===== src/rtl/ctpg_pkg.sv =====
package ctpg_pkg;

  // default geometry
  localparam int FRAC_BITS_DEF  = 3;
  localparam int COORD_BITS_DEF = 10;

  // fixed field widths
  localparam int OUT_W    = 12;
  localparam int COLOUR_W = 4;

  // register port
  localparam int ADDR_W = 5;
  localparam int DATA_W = 32;

  // register reset values
  localparam int RST_CENTER_X   = 320;
  localparam int RST_CENTER_Y   = 240;
  localparam int RST_RADIUS     = 200;
  localparam int RST_START_X    = 320;
  localparam int RST_START_Y    = 40;
  localparam int RST_PEN_COLOUR = 14;

  // register map, index = byte address / 4
  typedef enum logic [2:0] {
    REG_CENTER_X,
    REG_CENTER_Y,
    REG_RADIUS,
    REG_START_X,
    REG_START_Y,
    REG_PEN_COLOUR
  } reg_idx_e;

  // sequencer states
  typedef enum logic [2:0] {
    S_IDLE,
    S_SQ_R,
    S_SQ_D,
    S_ROOT,
    S_CHECK,
    S_DONE
  } state_e;

  // trace segments
  typedef enum logic [2:0] {
    SEG_TO_CENTER,
    SEG_TO_BOTTOM,
    SEG_BACK_CENTER,
    SEG_TO_TOP,
    SEG_TO_START
  } seg_e;

endpackage


===== src/rtl/ctpg_cfg_regs.sv =====
module ctpg_cfg_regs #(
  parameter int COORD_BITS = ctpg_pkg::COORD_BITS_DEF
) (
  input  logic                          clk_i,
  input  logic                          rst_ni,
  input  logic                          psel,
  input  logic                          penable,
  input  logic                          pwrite,
  input  logic [ctpg_pkg::ADDR_W-1:0]   paddr,
  input  logic [ctpg_pkg::DATA_W-1:0]   pwdata,
  output logic [ctpg_pkg::DATA_W-1:0]   prdata,
  output logic                          pready,
  output logic [COORD_BITS-1:0]         center_x_o,
  output logic [COORD_BITS-1:0]         center_y_o,
  output logic [COORD_BITS-1:0]         radius_o,
  output logic [COORD_BITS-1:0]         start_x_o,
  output logic [COORD_BITS-1:0]         start_y_o,
  output logic [ctpg_pkg::COLOUR_W-1:0] pen_colour_o
);
  import ctpg_pkg::*;

  logic [COORD_BITS-1:0] center_x_q, center_y_q, radius_q, start_x_q, start_y_q;
  logic [COLOUR_W-1:0]   pen_colour_q;
  logic                  wr_en;
  reg_idx_e              idx;

  assign pready = 1'b1;
  assign wr_en  = psel && penable && pwrite;
  assign idx    = reg_idx_e'(paddr[ADDR_W-1:2]);

  // register writes; out-of-map indexes are dropped
  always_ff @(posedge clk_i or negedge rst_ni) begin
    if (!rst_ni) begin
      center_x_q   <= COORD_BITS'(RST_CENTER_X);
      center_y_q   <= COORD_BITS'(RST_CENTER_Y);
      radius_q     <= COORD_BITS'(RST_RADIUS);
      start_x_q    <= COORD_BITS'(RST_START_X);
      start_y_q    <= COORD_BITS'(RST_START_Y);
      pen_colour_q <= COLOUR_W'(RST_PEN_COLOUR);
    end else if (wr_en) begin
      case (idx)
        REG_CENTER_X:   center_x_q   <= pwdata[COORD_BITS-1:0];
        REG_CENTER_Y:   center_y_q   <= pwdata[COORD_BITS-1:0];
        REG_RADIUS:     radius_q     <= pwdata[COORD_BITS-1:0];
        REG_START_X:    start_x_q    <= pwdata[COORD_BITS-1:0];
        REG_START_Y:    start_y_q    <= pwdata[COORD_BITS-1:0];
        REG_PEN_COLOUR: pen_colour_q <= pwdata[COLOUR_W-1:0];
        default: ;
      endcase
    end
  end

  // read mux
  always_comb begin
    case (idx)
      REG_CENTER_X:   prdata = DATA_W'(center_x_q);
      REG_CENTER_Y:   prdata = DATA_W'(center_y_q);
      REG_RADIUS:     prdata = DATA_W'(radius_q);
      REG_START_X:    prdata = DATA_W'(start_x_q);
      REG_START_Y:    prdata = DATA_W'(start_y_q);
      REG_PEN_COLOUR: prdata = DATA_W'(pen_colour_q);
      default:        prdata = '0;
    endcase
  end

  assign center_x_o   = center_x_q;
  assign center_y_o   = center_y_q;
  assign radius_o     = radius_q;
  assign start_x_o    = start_x_q;
  assign start_y_o    = start_y_q;
  assign pen_colour_o = pen_colour_q;

endmodule


===== src/rtl/ctpg_isqrt.sv =====
module ctpg_isqrt #(
  parameter int RW = ctpg_pkg::COORD_BITS_DEF + ctpg_pkg::FRAC_BITS_DEF
) (
  input  logic            clk_i,
  input  logic            rst_ni,
  input  logic            start_i,
  input  logic [2*RW-1:0] radicand_i,
  output logic            done_o,
  output logic [RW-1:0]   root_o
);
  import ctpg_pkg::*;

  localparam int CNT_W = $clog2(RW + 1);

  logic [2*RW-1:0]  rad_q;
  logic [RW+1:0]    rem_q;
  logic [RW-1:0]    root_q;
  logic [CNT_W-1:0] cnt_q;
  logic             busy_q, done_q;
  logic [RW+2:0]    rem_n, trial, diff;
  logic             ge;

  // one root bit per cycle: bring down two radicand bits, try 4*root+1
  assign rem_n = {rem_q[RW:0], rad_q[2*RW-1 -: 2]};
  assign trial = (RW+3)'({root_q, 2'b01});
  assign ge    = rem_n >= trial;
  assign diff  = rem_n - trial;

  // control
  always_ff @(posedge clk_i or negedge rst_ni) begin
    if (!rst_ni) begin
      busy_q <= 1'b0;
      done_q <= 1'b0;
      cnt_q  <= '0;
    end else begin
      done_q <= 1'b0;
      if (start_i) begin
        busy_q <= 1'b1;
        cnt_q  <= CNT_W'(RW);
      end else if (busy_q) begin
        cnt_q <= cnt_q - CNT_W'(1);
        if (cnt_q == CNT_W'(1)) begin
          busy_q <= 1'b0;
          done_q <= 1'b1;
        end
      end
    end
  end

  // datapath
  always_ff @(posedge clk_i) begin
    if (start_i) begin
      rad_q  <= radicand_i;
      rem_q  <= '0;
      root_q <= '0;
    end else if (busy_q) begin
      rad_q <= rad_q << 2;
      if (ge) begin
        rem_q  <= diff[RW+1:0];
        root_q <= {root_q[RW-2:0], 1'b1};
      end else begin
        rem_q  <= rem_n[RW+1:0];
        root_q <= {root_q[RW-2:0], 1'b0};
      end
    end
  end

  assign done_o = done_q;
  assign root_o = root_q;

endmodule


===== src/rtl/circle_trace_point_generator.sv =====
// While a trace runs, a step word taken in S_IDLE passes through S_SQ_R, S_SQ_D, S_ROOT
// (the bit-serial square root, one root bit per cycle), S_CHECK and S_DONE; its pixel word
// is loaded into the output register from S_DONE once that register is free. A step with
// no trace running goes from S_IDLE straight to S_DONE and gives an idle word. No new step
// word is taken until the previous one's word has been loaded into the output register.
// Reset: asynchronous, active low; registers take their reset values, no trace runs,
// no memory, no clearing pass.
module circle_trace_point_generator #(
  parameter int FRAC_BITS  = ctpg_pkg::FRAC_BITS_DEF,
  parameter int COORD_BITS = ctpg_pkg::COORD_BITS_DEF
) (
  input  logic                          clk_i,
  input  logic                          rst_ni,
  // register port
  input  logic                          psel,
  input  logic                          penable,
  input  logic                          pwrite,
  input  logic [ctpg_pkg::ADDR_W-1:0]   paddr,
  input  logic [ctpg_pkg::DATA_W-1:0]   pwdata,
  output logic [ctpg_pkg::DATA_W-1:0]   prdata,
  output logic                          pready,
  // step words
  input  logic                          in_valid_i,
  output logic                          in_stall_o,
  input  logic                          restart_i,
  // pixel words
  output logic                          out_valid_o,
  input  logic                          out_stall_i,
  output logic [ctpg_pkg::OUT_W-1:0]    pixel_x_o,
  output logic [ctpg_pkg::OUT_W-1:0]    pixel_y_o,
  output logic [ctpg_pkg::COLOUR_W-1:0] colour_o,
  output logic                          last_o,
  output logic                          idle_o
);
  import ctpg_pkg::*;

  localparam int RW    = COORD_BITS + FRAC_BITS;  // root width
  localparam int CW    = 2 * RW;                  // radicand width
  localparam int ROW_W = RW + 2;                  // signed sweep row
  localparam int DY_W  = RW + 3;                  // signed row offset
  localparam int OPW   = RW + 1;                  // multiplier operand
  localparam int PW    = 2 * OPW;                 // product
  localparam int XW    = COORD_BITS + OUT_W;      // wide column math

  // configuration
  logic [COORD_BITS-1:0] center_x, center_y, radius, start_x, start_y;
  logic [COLOUR_W-1:0]   pen_colour;

  ctpg_cfg_regs #(.COORD_BITS(COORD_BITS)) u_regs (
    .clk_i, .rst_ni, .psel, .penable, .pwrite, .paddr, .pwdata, .prdata, .pready,
    .center_x_o(center_x), .center_y_o(center_y), .radius_o(radius),
    .start_x_o(start_x), .start_y_o(start_y), .pen_colour_o(pen_colour)
  );

  // state
  state_e                  state_q, state_d;
  logic                    active_q, active_d;
  seg_e                    seg_q, seg_d;
  logic signed [ROW_W-1:0] row_q, row_d;
  logic [CW-1:0]           rs2_q, c_q;
  logic [RW-1:0]           root_q;
  logic [OUT_W-1:0]        res_x_q, res_y_q;
  logic                    res_last_q, res_idle_q;
  logic                    out_valid_q;
  logic [OUT_W-1:0]        pixel_x_q, pixel_y_q;
  logic [COLOUR_W-1:0]     colour_q;
  logic                    last_q, idle_q;

  logic in_acc, out_free, quad;
  logic sq_done;
  logic [RW-1:0] sq_root;

  assign in_stall_o = (state_q != S_IDLE);
  assign in_acc     = in_valid_i && !in_stall_o;
  assign out_free   = !out_valid_q || !out_stall_i;

  // start point inside the upper-right quadrant
  assign quad = (start_x >= center_x)
             && ({1'b0, start_x} < ({1'b0, center_x} + {1'b0, radius}))
             && (({1'b0, start_y} + {1'b0, radius}) >= {1'b0, center_y})
             && (start_y < center_y);

  // rows in sub-pixel units
  logic signed [ROW_W-1:0] k_s, kpr_s, kmr_s, sy_s;
  assign k_s   = $signed(ROW_W'(center_y)) <<< FRAC_BITS;
  assign kpr_s = ($signed(ROW_W'(center_y)) + $signed(ROW_W'(radius))) <<< FRAC_BITS;
  assign kmr_s = ($signed(ROW_W'(center_y)) - $signed(ROW_W'(radius))) <<< FRAC_BITS;
  assign sy_s  = $signed(ROW_W'(start_y)) <<< FRAC_BITS;

  // row offset from the center row, as a magnitude
  logic signed [DY_W-1:0] dy;
  logic [DY_W-1:0]        dy_abs;
  assign dy     = DY_W'(row_q) - DY_W'(k_s);
  assign dy_abs = dy[DY_W-1] ? DY_W'(-dy) : DY_W'(dy);

  // shared squarer: r*S, then dy, then the floored root for the exactness check
  logic [RW-1:0]  f_c;      // floor(d), root with fraction dropped
  logic [RW-1:0]  f_s;      // f shifted back to sub-pixel units
  logic [OPW-1:0] mul_a;
  logic [PW-1:0]  mul_p;
  assign f_c = root_q >> FRAC_BITS;
  assign f_s = f_c << FRAC_BITS;

  always_comb begin
    case (state_q)
      S_SQ_R:  mul_a = OPW'(RW'(radius) << FRAC_BITS);
      S_SQ_D:  mul_a = dy_abs[OPW-1:0];
      S_CHECK: mul_a = OPW'(f_s);
      default: mul_a = '0;
    endcase
  end
  assign mul_p = mul_a * mul_a;

  // radicand, clamped at zero
  logic [CW-1:0] c_n;
  assign c_n = (mul_p > PW'(rs2_q)) ? '0 : (rs2_q - mul_p[CW-1:0]);

  ctpg_isqrt #(.RW(RW)) u_sqrt (
    .clk_i, .rst_ni,
    .start_i(state_q == S_SQ_D),
    .radicand_i(c_n),
    .done_o(sq_done),
    .root_o(sq_root)
  );

  // pixel column and row
  logic                 exact, plus;
  logic signed [XW-1:0] h_w, f_w, x_w, y_w;
  logic signed [ROW_W-1:0] row_adj;
  assign exact   = (mul_p == PW'(c_q));
  assign plus    = !(seg_q == SEG_BACK_CENTER || seg_q == SEG_TO_TOP);
  assign h_w     = $signed(XW'(center_x));
  assign f_w     = $signed(XW'(f_c));
  assign row_adj = row_q + (row_q[ROW_W-1] ? ROW_W'((1 << FRAC_BITS) - 1) : ROW_W'(0));
  assign y_w     = XW'(row_adj >>> FRAC_BITS);

  always_comb begin
    if (plus) begin
      x_w = h_w + f_w;
    end else if (exact || (XW'(center_x) <= XW'(f_c))) begin
      x_w = h_w - f_w;
    end else begin
      x_w = h_w - f_w - XW'(1);
    end
  end

  // segment end test
  logic signed [ROW_W-1:0] target;
  logic                    up, reached;
  always_comb begin
    case (seg_q)
      SEG_TO_CENTER:   begin target = k_s;   up = 1'b1; end
      SEG_TO_BOTTOM:   begin target = kpr_s; up = 1'b1; end
      SEG_BACK_CENTER: begin target = k_s;   up = 1'b0; end
      SEG_TO_TOP:      begin target = kmr_s; up = 1'b0; end
      default:         begin target = sy_s;  up = 1'b1; end
    endcase
  end
  assign reached = up ? (row_q >= target) : (row_q <= target);

  // sequencer: next state and trace state
  always_comb begin
    state_d  = state_q;
    active_d = active_q;
    seg_d    = seg_q;
    row_d    = row_q;
    case (state_q)
      S_IDLE: begin
        if (in_acc) begin
          if (restart_i) begin
            active_d = quad;
            seg_d    = SEG_TO_CENTER;
            row_d    = sy_s;
          end
          state_d = (restart_i ? quad : active_q) ? S_SQ_R : S_DONE;
        end
      end
      S_SQ_R:  state_d = S_SQ_D;
      S_SQ_D:  state_d = S_ROOT;
      S_ROOT:  if (sq_done) state_d = S_CHECK;
      S_CHECK: begin
        state_d = S_DONE;
        if (reached) begin
          if (seg_q == SEG_TO_START) begin
            active_d = 1'b0;
            seg_d    = SEG_TO_CENTER;
          end else begin
            seg_d = seg_e'(seg_q + 3'd1);
          end
        end else begin
          row_d = up ? row_q + ROW_W'(1) : row_q - ROW_W'(1);
        end
      end
      S_DONE:  if (out_free) state_d = S_IDLE;
      default: state_d = S_IDLE;
    endcase
  end

  always_ff @(posedge clk_i or negedge rst_ni) begin
    if (!rst_ni) begin
      state_q  <= S_IDLE;
      active_q <= 1'b0;
      seg_q    <= SEG_TO_CENTER;
      row_q    <= '0;
    end else begin
      state_q  <= state_d;
      active_q <= active_d;
      seg_q    <= seg_d;
      row_q    <= row_d;
    end
  end

  // datapath registers
  always_ff @(posedge clk_i) begin
    case (state_q)
      S_IDLE: begin
        res_x_q    <= '0;
        res_y_q    <= '0;
        res_last_q <= 1'b0;
        res_idle_q <= 1'b1;
      end
      S_SQ_R: rs2_q <= mul_p[CW-1:0];
      S_SQ_D: c_q   <= c_n;
      S_ROOT: if (sq_done) root_q <= sq_root;
      S_CHECK: begin
        res_x_q    <= x_w[OUT_W-1:0];
        res_y_q    <= y_w[OUT_W-1:0];
        res_last_q <= reached && (seg_q == SEG_TO_START);
        res_idle_q <= 1'b0;
      end
      default: ;
    endcase
  end

  // output register
  always_ff @(posedge clk_i or negedge rst_ni) begin
    if (!rst_ni) begin
      out_valid_q <= 1'b0;
    end else if (state_q == S_DONE && out_free) begin
      out_valid_q <= 1'b1;
    end else if (!out_stall_i) begin
      out_valid_q <= 1'b0;
    end
  end

  always_ff @(posedge clk_i) begin
    if (state_q == S_DONE && out_free) begin
      pixel_x_q <= res_x_q;
      pixel_y_q <= res_y_q;
      colour_q  <= res_idle_q ? '0 : pen_colour;
      last_q    <= res_last_q;
      idle_q    <= res_idle_q;
    end
  end

  assign out_valid_o = out_valid_q;
  assign pixel_x_o   = pixel_x_q;
  assign pixel_y_o   = pixel_y_q;
  assign colour_o    = colour_q;
  assign last_o      = last_q;
  assign idle_o      = idle_q;

  // checks
  a_idle_zero: assert property (@(posedge clk_i) disable iff (!rst_ni)
    out_valid_o && idle_o |-> pixel_x_o == '0 && pixel_y_o == '0 && colour_o == '0 && !last_o)
    else $error("idle word carries pixel data");

  a_last_not_idle: assert property (@(posedge clk_i) disable iff (!rst_ni)
    out_valid_o && last_o |-> !idle_o)
    else $error("last pixel marked idle");

  a_seg_when_off: assert property (@(posedge clk_i) disable iff (!rst_ni)
    !active_q |-> seg_q == SEG_TO_CENTER)
    else $error("segment left over with no trace running");

  a_root_only_active: assert property (@(posedge clk_i) disable iff (!rst_ni)
    state_q == S_SQ_R |-> active_q)
    else $error("root started with no trace running");

endmodule

===== config.mk =====
export PLATFORM = sky130hd
export DESIGN_NAME = circle_trace_point_generator
export DESIGN_NICKNAME = d
export VERILOG_FILES = /design/src/rtl/ctpg_pkg.sv /design/src/rtl/ctpg_cfg_regs.sv /design/src/rtl/ctpg_isqrt.sv /design/src/rtl/circle_trace_point_generator.sv
export SDC_FILE = /design/constraint.sdc
export NUM_CORES = 1
export LEC_CHECK = 0
export BUFFER_PORTS_ARGS = -buffer_cell sky130_fd_sc_hd__buf_2
export CAP_MARGIN = 20
export CORE_AREA = 4 4 292 294
export CTS_CLUSTER_SIZE = 10
export DETAILED_ROUTE_END_ITERATION = 8
export DIE_AREA = 0 0 296 298
export PLACE_DENSITY = 0.47
export SYNTH_ARGS = -nofsm -noshare
export SYNTH_HDL_FRONTEND = slang
export SYNTH_HIERARCHICAL = 1
export SYNTH_SLANG_ARGS = --single-unit

===== constraint.sdc =====
create_clock -name clk_i -period 11.7 [get_ports clk_i]
set_input_delay 2.34 -clock clk_i [delete_from_list [all_inputs] [get_ports clk_i]]
set_output_delay 2.34 -clock clk_i [all_outputs]
set_load 0.005 [all_outputs]

==> summary.md, run 1 <==
| Metric | Value |
|---|---|
| Hold slack | 415 ps |
| CP Launch Type | flip-flop |
| Final Hold Vio Count | 0 |
| CP max-delay cell | a2111oi_0 |
| Root cell of the clock tree | clkbuf_16 |
| Slew of the pin with the lowest slew margin | ~1100 ps |
| Initial antenna violation count | 0 |
| Startpoint of the worst-slack reg-to-reg timing path | row_q[3] |
| Power Internal | roughly 0.0032 W |
| Final worst path period share | 94.8% |
| Layout net count | around 3100 |
| Vias in the first global route | 19100 |
| PwrDens | 209 nW/um^2 |
| CP max FO | 10 |
| Number of synthesized register bits | 253 |
| Final Skew | 47.0 ps |
| Skew-Pair Late Insertion Delay | between 500 and 600 ps |
| Violation count after the first detailed-route iteration | 1040 |
| Critical Path Most Common Cell | inv_1 |
| Setup bufs post-CTS | 0 |
| Worst EP required | 11980 ps |
| # fillers | 8391 |
| Critical path class | flip-flop to flip-flop |
| Largest net degree at the start of global routing | slightly below 90 |
| # hold bufs at CTS | 0 |
| Clock sink total | 253 |
| Dpl cells | 3725 |
| Terminus of the critical flop-to-flop path | res_x_q[6] |
| CTS Buf Count | 34 |
| H-tree depth | 2 |
| Vias | around 19000 |
| I/O Pins | 110 |
| Power share of the clock group | roughly 17% |
| First-pass GRT wire length | 108000 um |
| Hold/Removal Path Class | flip-flop to flip-flop |
| WL final | 68300 um |
| Crit path capture type | flip-flop |
| Area occupied by multi-input gates | about 16000 um^2 |
| Fmax | between 90 and 100 MHz |
| Worst r2r path cells | 43 |
| PortBufs | 62 |
| Top_reg_cell synth | edfxtp_1 |
| Number of synthesized flops with an enable pin | 143 |
| Comb pwr share | between 50% and 60% |
| Setup crit end | res_x_q[6] |
| GRT Total Usage | 15.4% |
| Die X-Extent | 296 um |
| Clock Tree Buf Depth | 3 |
| Crit path from | row_q[3] |
| Area grow syn2layout | 12.3% |
| Sw frac | 44.3% |
| Max IR drop VDD | 103 uV |
| Register area share after synthesis | ~28% |
| Ys async rst share | 32.8% |
| Syn_area_per_cell | 9.54 um^2 |
| Final setup fails | 0 |
| Hold Path Depth | 0 |
| FF-to-FF setup slack | between 600 and 700 ps |
| DRC viols | 0 |
| Post-DR vias/cell | approximately 5 |
| Status | finished clean |
| Max-cap violations | 0 |
| Cells after synthesis | 2581 |
| Chip Height | around 300 um |
| Initial core utilization | 29.7% |
| Die area | 88200 um^2 |
| Core Box Area | roughly 83000 um^2 |
| Flip-flop and latch area | around 6900 um^2 |
| Detail Route Antenna Nets | 0 |
| Tot Pwr | 0.00577 W |
| Diode count | 0 |
| Hold Crit Start | res_y_q[2] |
| Mapped Area | 24600 um^2 |
| Routability cong. | 0.862 |
| Crit path largest cell delay | 640 ps |
| LEAKAGE | between 10 and 15 nW |
| Share of cells above drive strength 1 | 13.2% |
| CTS tree | done |
| CP arrival | around 11000 ps |
| Distinct cells, synth | 110 |
| Routed WL per cell | 18.0 um |
| HPWL Detailed | approximately 54000 um |
| Rel. slew slack | 30.0% |
| Ys Warns | 6 |
| Drt pass-1 iters | 5 |
| Final Non-Filler Cells | 3789 |
| Row cnt | 106 |
| Clock Pin Slew Worst Setup and Hold Paths | 60 ps |
| GR Overflow Total | 0 |
| Psw | about 0.0026 W |
| Seq pwr share | approximately a quarter |
| Final min period | 11090 ps |
| Max Transition Viols Final | 0 |
-- state kept, by name (all words and copies together) (netlist names), 3 cells and up --
signal and flops:
seg_q 3, u_regs/radius_o 10, u_sqrt/cnt_q 4, res_x_q 12
colour_o 4, rs2_q 25, u_regs/pen_colour_o 4, c_q 26
u_sqrt/rem_q 14, u_regs/start_y_o 10, u_regs/center_x_o 10, u_sqrt/rad_q 26
pixel_y_o 12, u_regs/center_y_o 10, u_sqrt/root_o 13, row_q 15
root_q 10, state_q 3, pixel_x_o 12, u_regs/start_x_o 10
res_y_q 12
-- per-layer routing --
metal	vias up	routed length (um)	track usage, %
li1	9106	-	-
met4	0	1660	4.05
met1	9169	31700	20.9
met3	93	2820	2.22
met2	370	32100	25.7
met5	-	0	0
-- cell usage in the layout (no fill, tap or decap), types with 25 or more instances in the layout --
master / count
nor3_1: 42
xnor2_1: 104
mux2_2: 76
o21bai_1: 37
inv_1: 338
nand2_1: 161
fa_1: 126
nor2b_1: 33
and2_1: 27
nor2_1: 203
clkbuf_16: 34
edfxtp_1: 143
ha_1: 290
a21oi_1: 144
nand2b_1: 29
mux2i_1: 30
o21a_1: 25
a21o_1: 68
buf_4: 83
o21ai_0: 81
nand3_1: 29
dfrtp_1: 66
dfxtp_1: 27
buf_2: 62
xor2_1: 46
-- power groups by stage --
stage | clock network (W) | registers (W) | logic [W]
finish | 0.00101 | 0.00145 | 0.00332
global route | 0.00108 | 0.00148 | 0.00371
CTS | 0.00105 | 0.00145 | 0.00331
detailed placement | 0 | 0.00147 | 0.00328
global placement | 0 | 0.00146 | 0.00321
floorplan | 0 | 0.00137 | 0.00245
-- logic make-up after synthesis --
logic type	after synthesis	synth area share, %
AND/OR/NAND/NOR	645	13.0
AO/OA/AOI/OAI	547	15.2
other	2	0.0305
buffers and inverters	445	7.45
XOR/XNOR	154	5.65
adder cells (fa/ha/maj)	416	25.0
multiplexers	119	5.54
flip-flops	253	28.2
-- stage by stage --
step / TNS [ps] / cell area [um^2] / worst slack (ps) / util, %
after global routing: -269 / 27600 / -80.8 / 33.3
after global placement: 0 / 26500 / 319 / 31.9
after detailed placement: 0 / 26500 / 263 / 31.9
final: 0 / 27600 / 606 / 33.3
after CTS: 0 / 27600 / 176 / 33.2
after floorplan: 0 / 24700 / 1470 / -
-- worst max-delay path: cells and delay by family, from the launching register on --
family,cells,cell delay [ps]
fa+ha+maj,9,4120
simple gates,15,2480
compound gates,5,1970
buf+inv,10,840
xor+xnor,3,670
flops,1,400
mux,1,310
-- cells in the mapped netlist, types with 8 or more instances --
cell type	n	share of area [%]
a21o_1	68	2.1
a21oi_1	145	2.9
a22oi_1	13	0.40
a311oi_1	11	0.39
a31oi_1	12	0.30
and2_1	27	0.69
and3_1	12	0.30
buf_1	8	0.12
buf_2	11	0.22
buf_4	25	0.76
clkbuf_1	51	0.78
dfrtp_1	67	6.8
dfstp_2	16	1.7
dfxtp_1	27	2.2
edfxtp_1	143	17
fa_1	126	10
ha_1	290	15
inv_1	338	5.2
mux2_2	76	3.5
mux2_4	12	0.73
mux2i_1	30	1.2
nand2_1	161	2.5
nand2b_1	29	0.74
nand3_1	29	0.59
nand4_1	23	0.58
nor2_1	205	3.1
nor2b_1	35	0.89
nor3_1	42	0.85
nor3b_1	13	0.40
nor4_1	10	0.25
o211ai_1	17	0.52
o21a_1	25	0.76
o21ai_0	85	1.7
o21ai_1	17	0.35
o21bai_1	37	1.1
o31ai_1	10	0.30
or3_1	8	0.20
xnor2_1	104	3.7
xor2_1	46	1.6
-- timing repair --
item	in CTS	in global routing
endpoints found under the hold margin	0	0
gates resized for setup	0	13
setup endpoints to repair	0	54
-- worst min path at each step --
stage	endpoint	slack [ps]
floorplan	last_o	400
global placement	pixel_y_o[4]	400
detailed placement	pixel_y_o[2]	400
CTS	pixel_y_o[2]	420
global route	pixel_y_o[3]	420
finish	pixel_y_o[2]	420
-- cell type report --
cell class,instances,area share [%]
clock buffer,53,3.52
inverter,344,4.71
tap,1080,4.89
clock inverter,9,0.353
timing repair buffer,146,3.45
sequential,253,25.1
multi-input combinational,1904,58.0
No activity file was read; power rests on OpenSTA's default activity.
==> inputs of run 2 (changes only) <==
CORE_AREA = 4 4 262 328   (was 4 4 292 294)
DIE_AREA = 0 0 266 332   (was 0 0 296 298)
PLACE_DENSITY = 0.46   (was 0.47)
==> summary.md, run 2 (same netlist as run 1, synthesis figures left out) <==
| Metric | Value |
|---|---|
| Die area | 88300 um^2 (was 88200 um^2) |
| Core Box Area | 82700 um^2 (was 82900 um^2) |
| First-pass GRT wire length | 110000 um (was 108000 um) |
| Critical Path Most Common Cell | inv_1 (unchanged) |
| Setup WS post-layout | 641 ps (was 606 ps) |
| Vias in the first global route | 19700 (was 19100) |
| Chip Height | 332 um (was 298 um) |
| Clock Tree Buf Depth | 3 (unchanged) |
| Worst EP required | 12120 ps (was 11980 ps) |
| Row cnt | 118 (was 106) |
| Post-DR vias/cell | 4.96 (was 4.95) |
| Final Hold Vio Count | 0 (unchanged) |
| LEAKAGE | 12.8 nW (was 12.9 nW) |
| Fmax | 90.4 MHz (was 90.1 MHz) |
| Clock Pin Slew Worst Setup and Hold Paths | 60 ps (about the same) |
| Commonest non-fill, non-tap cells in the layout | inv_1 (338), ha_1 (289), nor2_1 (203) (was inv_1 (338), ha_1 (290), nor2_1 (203)) |
| Root cell of the clock tree | clkbuf_16 (unchanged) |
| Final min period | 11060 ps (was 11090 ps) |
| PortBufs | 62 (unchanged) |
| Final Non-Filler Cells | 3766 (was 3789) |
| CP max-delay cell | fa_1 (was a2111oi_0) |
| Vias | 18700 (about the same) |
| Crit path capture type | flip-flop (unchanged) |
| CP max FO | 8 (was 10) |
| Final std cell area, no fill | 27500 um^2 (was 27600 um^2) |
| Die X-Extent | 266 um (was 296 um) |
| Top Registers | c_q: 26 flops, u_sqrt/rad_q: 26 flops, rs2_q: 25 flops (unchanged) |
| Rel. slew slack | 34.3% (was 30.0%) |
| # hold bufs at CTS | 0 (unchanged) |
| CP Launch Type | flip-flop (unchanged) |
| Post-DP Area | 26300 um^2 (was 26500 um^2) |
| HPWL Detailed | 55100 um (was 53600 um) |
| Slew of the pin with the lowest slew margin | 985 ps (was 1050 ps) |
| Drt pass-1 iters | 5 (unchanged) |
| Layout net count | 3121 (was 3144) |
| Initial antenna violation count | 0 (unchanged) |
| WL final | 69800 um (was 68300 um) |
| Hold/Removal Path Class | flip-flop to flip-flop (unchanged) |
| Share of cells above drive strength 1 | 12.6% (was 13.2%) |
| FF-to-FF setup slack | 640 ps (was 610 ps) |
| Max Transition Viols Final | 0 (unchanged) |
| Commonest non-fill, non-tap cell in the layout | inv_1 (unchanged) |
| Status | finished clean (unchanged) |
| CTS tree | done (unchanged) |
| Skew-Pair Late Insertion Delay | 570 ps (was 580 ps) |
| # fillers | 8555 (was 8391) |
| PwrDens | 207 nW/um^2 (was 209 nW/um^2) |
| Final setup fails | 0 (unchanged) |
| Dpl cells | 3701 (was 3725) |
| H-tree depth | 2 (unchanged) |
| GR Overflow Total | 0 (unchanged) |
| Detail Route Antenna Nets | 0 (unchanged) |
| Critical path class | flip-flop to flip-flop (unchanged) |
| Max-cap violations | 0 (unchanged) |
| DP Worst Slack | 404 ps (was 263 ps) |
| CP arrival | 11480 ps (was 11370 ps) |
| Final worst path period share | 94.5% (was 94.8%) |
| Area grow syn2layout | 11.6% (was 12.3%) |
| Violation count after the first detailed-route iteration | 926 (was 1040) |
| Final Skew | 37.1 ps (was 47.0 ps) |
| Diode count | 0 (unchanged) |
| Routability cong. | 0.855 (was 0.862) |
| Initial core utilization | 29.8% (was 29.7%) |
| Max IR drop VDD | 92.6 uV (was 103 uV) |
| Crit path largest cell delay | 560 ps (was 640 ps) |
| RSZ-0062 raised after global routing | true |
| Largest net degree at the start of global routing | 66 (was 89) |
| DRC viols | 0 (unchanged) |
| GRT Total Usage | 15.6% (was 15.4%) |
| CTS Buf Count | 34 (unchanged) |
| Clock sink total | 253 (unchanged) |
| I/O Pins | 110 (unchanged) |
| Routed WL per cell | 18.5 um (was 18.0 um) |
run 2: stage by stage:
stage               TNS [ps]  total power (W)  util [%]  hold slack (ps)
floorplan                  0          0.00382         -              400
global placement           0          0.00462      31.8              404
detailed placement         0          0.00469      31.8              405
CTS                        0          0.00574      33.1              391
global route           -14.4          0.00619      33.2              409
finish                     0          0.00570      33.2              384
run 2: timing repair:
action                     CTS  global route
resized for setup            0            19
buffers inserted             0             1
setup endpoints to repair    0            60
run 2: metal layers:
| metal | routed length [um] | GRT usage, % | part of all wire (%) | up-vias |
|---|---|---|---|---|
| met1 | 28200 | 17.8 | 40 | 9099 |
| met2 | 36000 | 28.9 | 52 | 376 |
| met5 | 0 | 0 | 0 | - |
| met3 | 2270 | 1.88 | 3.2 | 132 |
| met4 | 3370 | 6.87 | 4.8 | 0 |
| li1 | - | - | - | 9079 |
run 2: power by group:
group	internal, W	switching, W	total [W]
registers	0.00123	0.000230	0.00146
logic	0.00136	0.00188	0.00324
clock network	0.000579	0.000420	0.000999
run 2: final cells by class:
cell class | count | area, um^2 | share of cell area (%)
clock buffers | 56 | 985 | 3.58
inverters | 344 | 1300 | 4.74
multi-input cells | 1904 | 16100 | 58.5
flip-flops and latches | 253 | 6930 | 25.2
clock inverters | 6 | 57.6 | 0.209
well taps | 1080 | 1350 | 4.92
repair buffers | 123 | 783 | 2.85
run 2: final timing paths:
check / startpoint / end / cells past startpoint
min: res_x_q[7] / pixel_x_o[7] / 0
max reg2reg: row_q[3] / u_sqrt/rad_q[9] / 43
max in group asynchronous: rst_ni / u_sqrt/busy_q / 2
min reg2reg: res_x_q[7] / pixel_x_o[7] / 0
min in group asynchronous: rst_ni / u_regs/center_y_o[3] / 1
max: row_q[3] / u_sqrt/rad_q[9] / 43
run 2: worst max-delay path, delay by kind of cell, from the launching register on:
kind	cells	cell delay, ps
fa+ha+maj	10	4520
flops	1	380
buf+inv	10	920
mux	1	230
xor+xnor	3	470
simple gates	13	2360
compound gates	6	2080
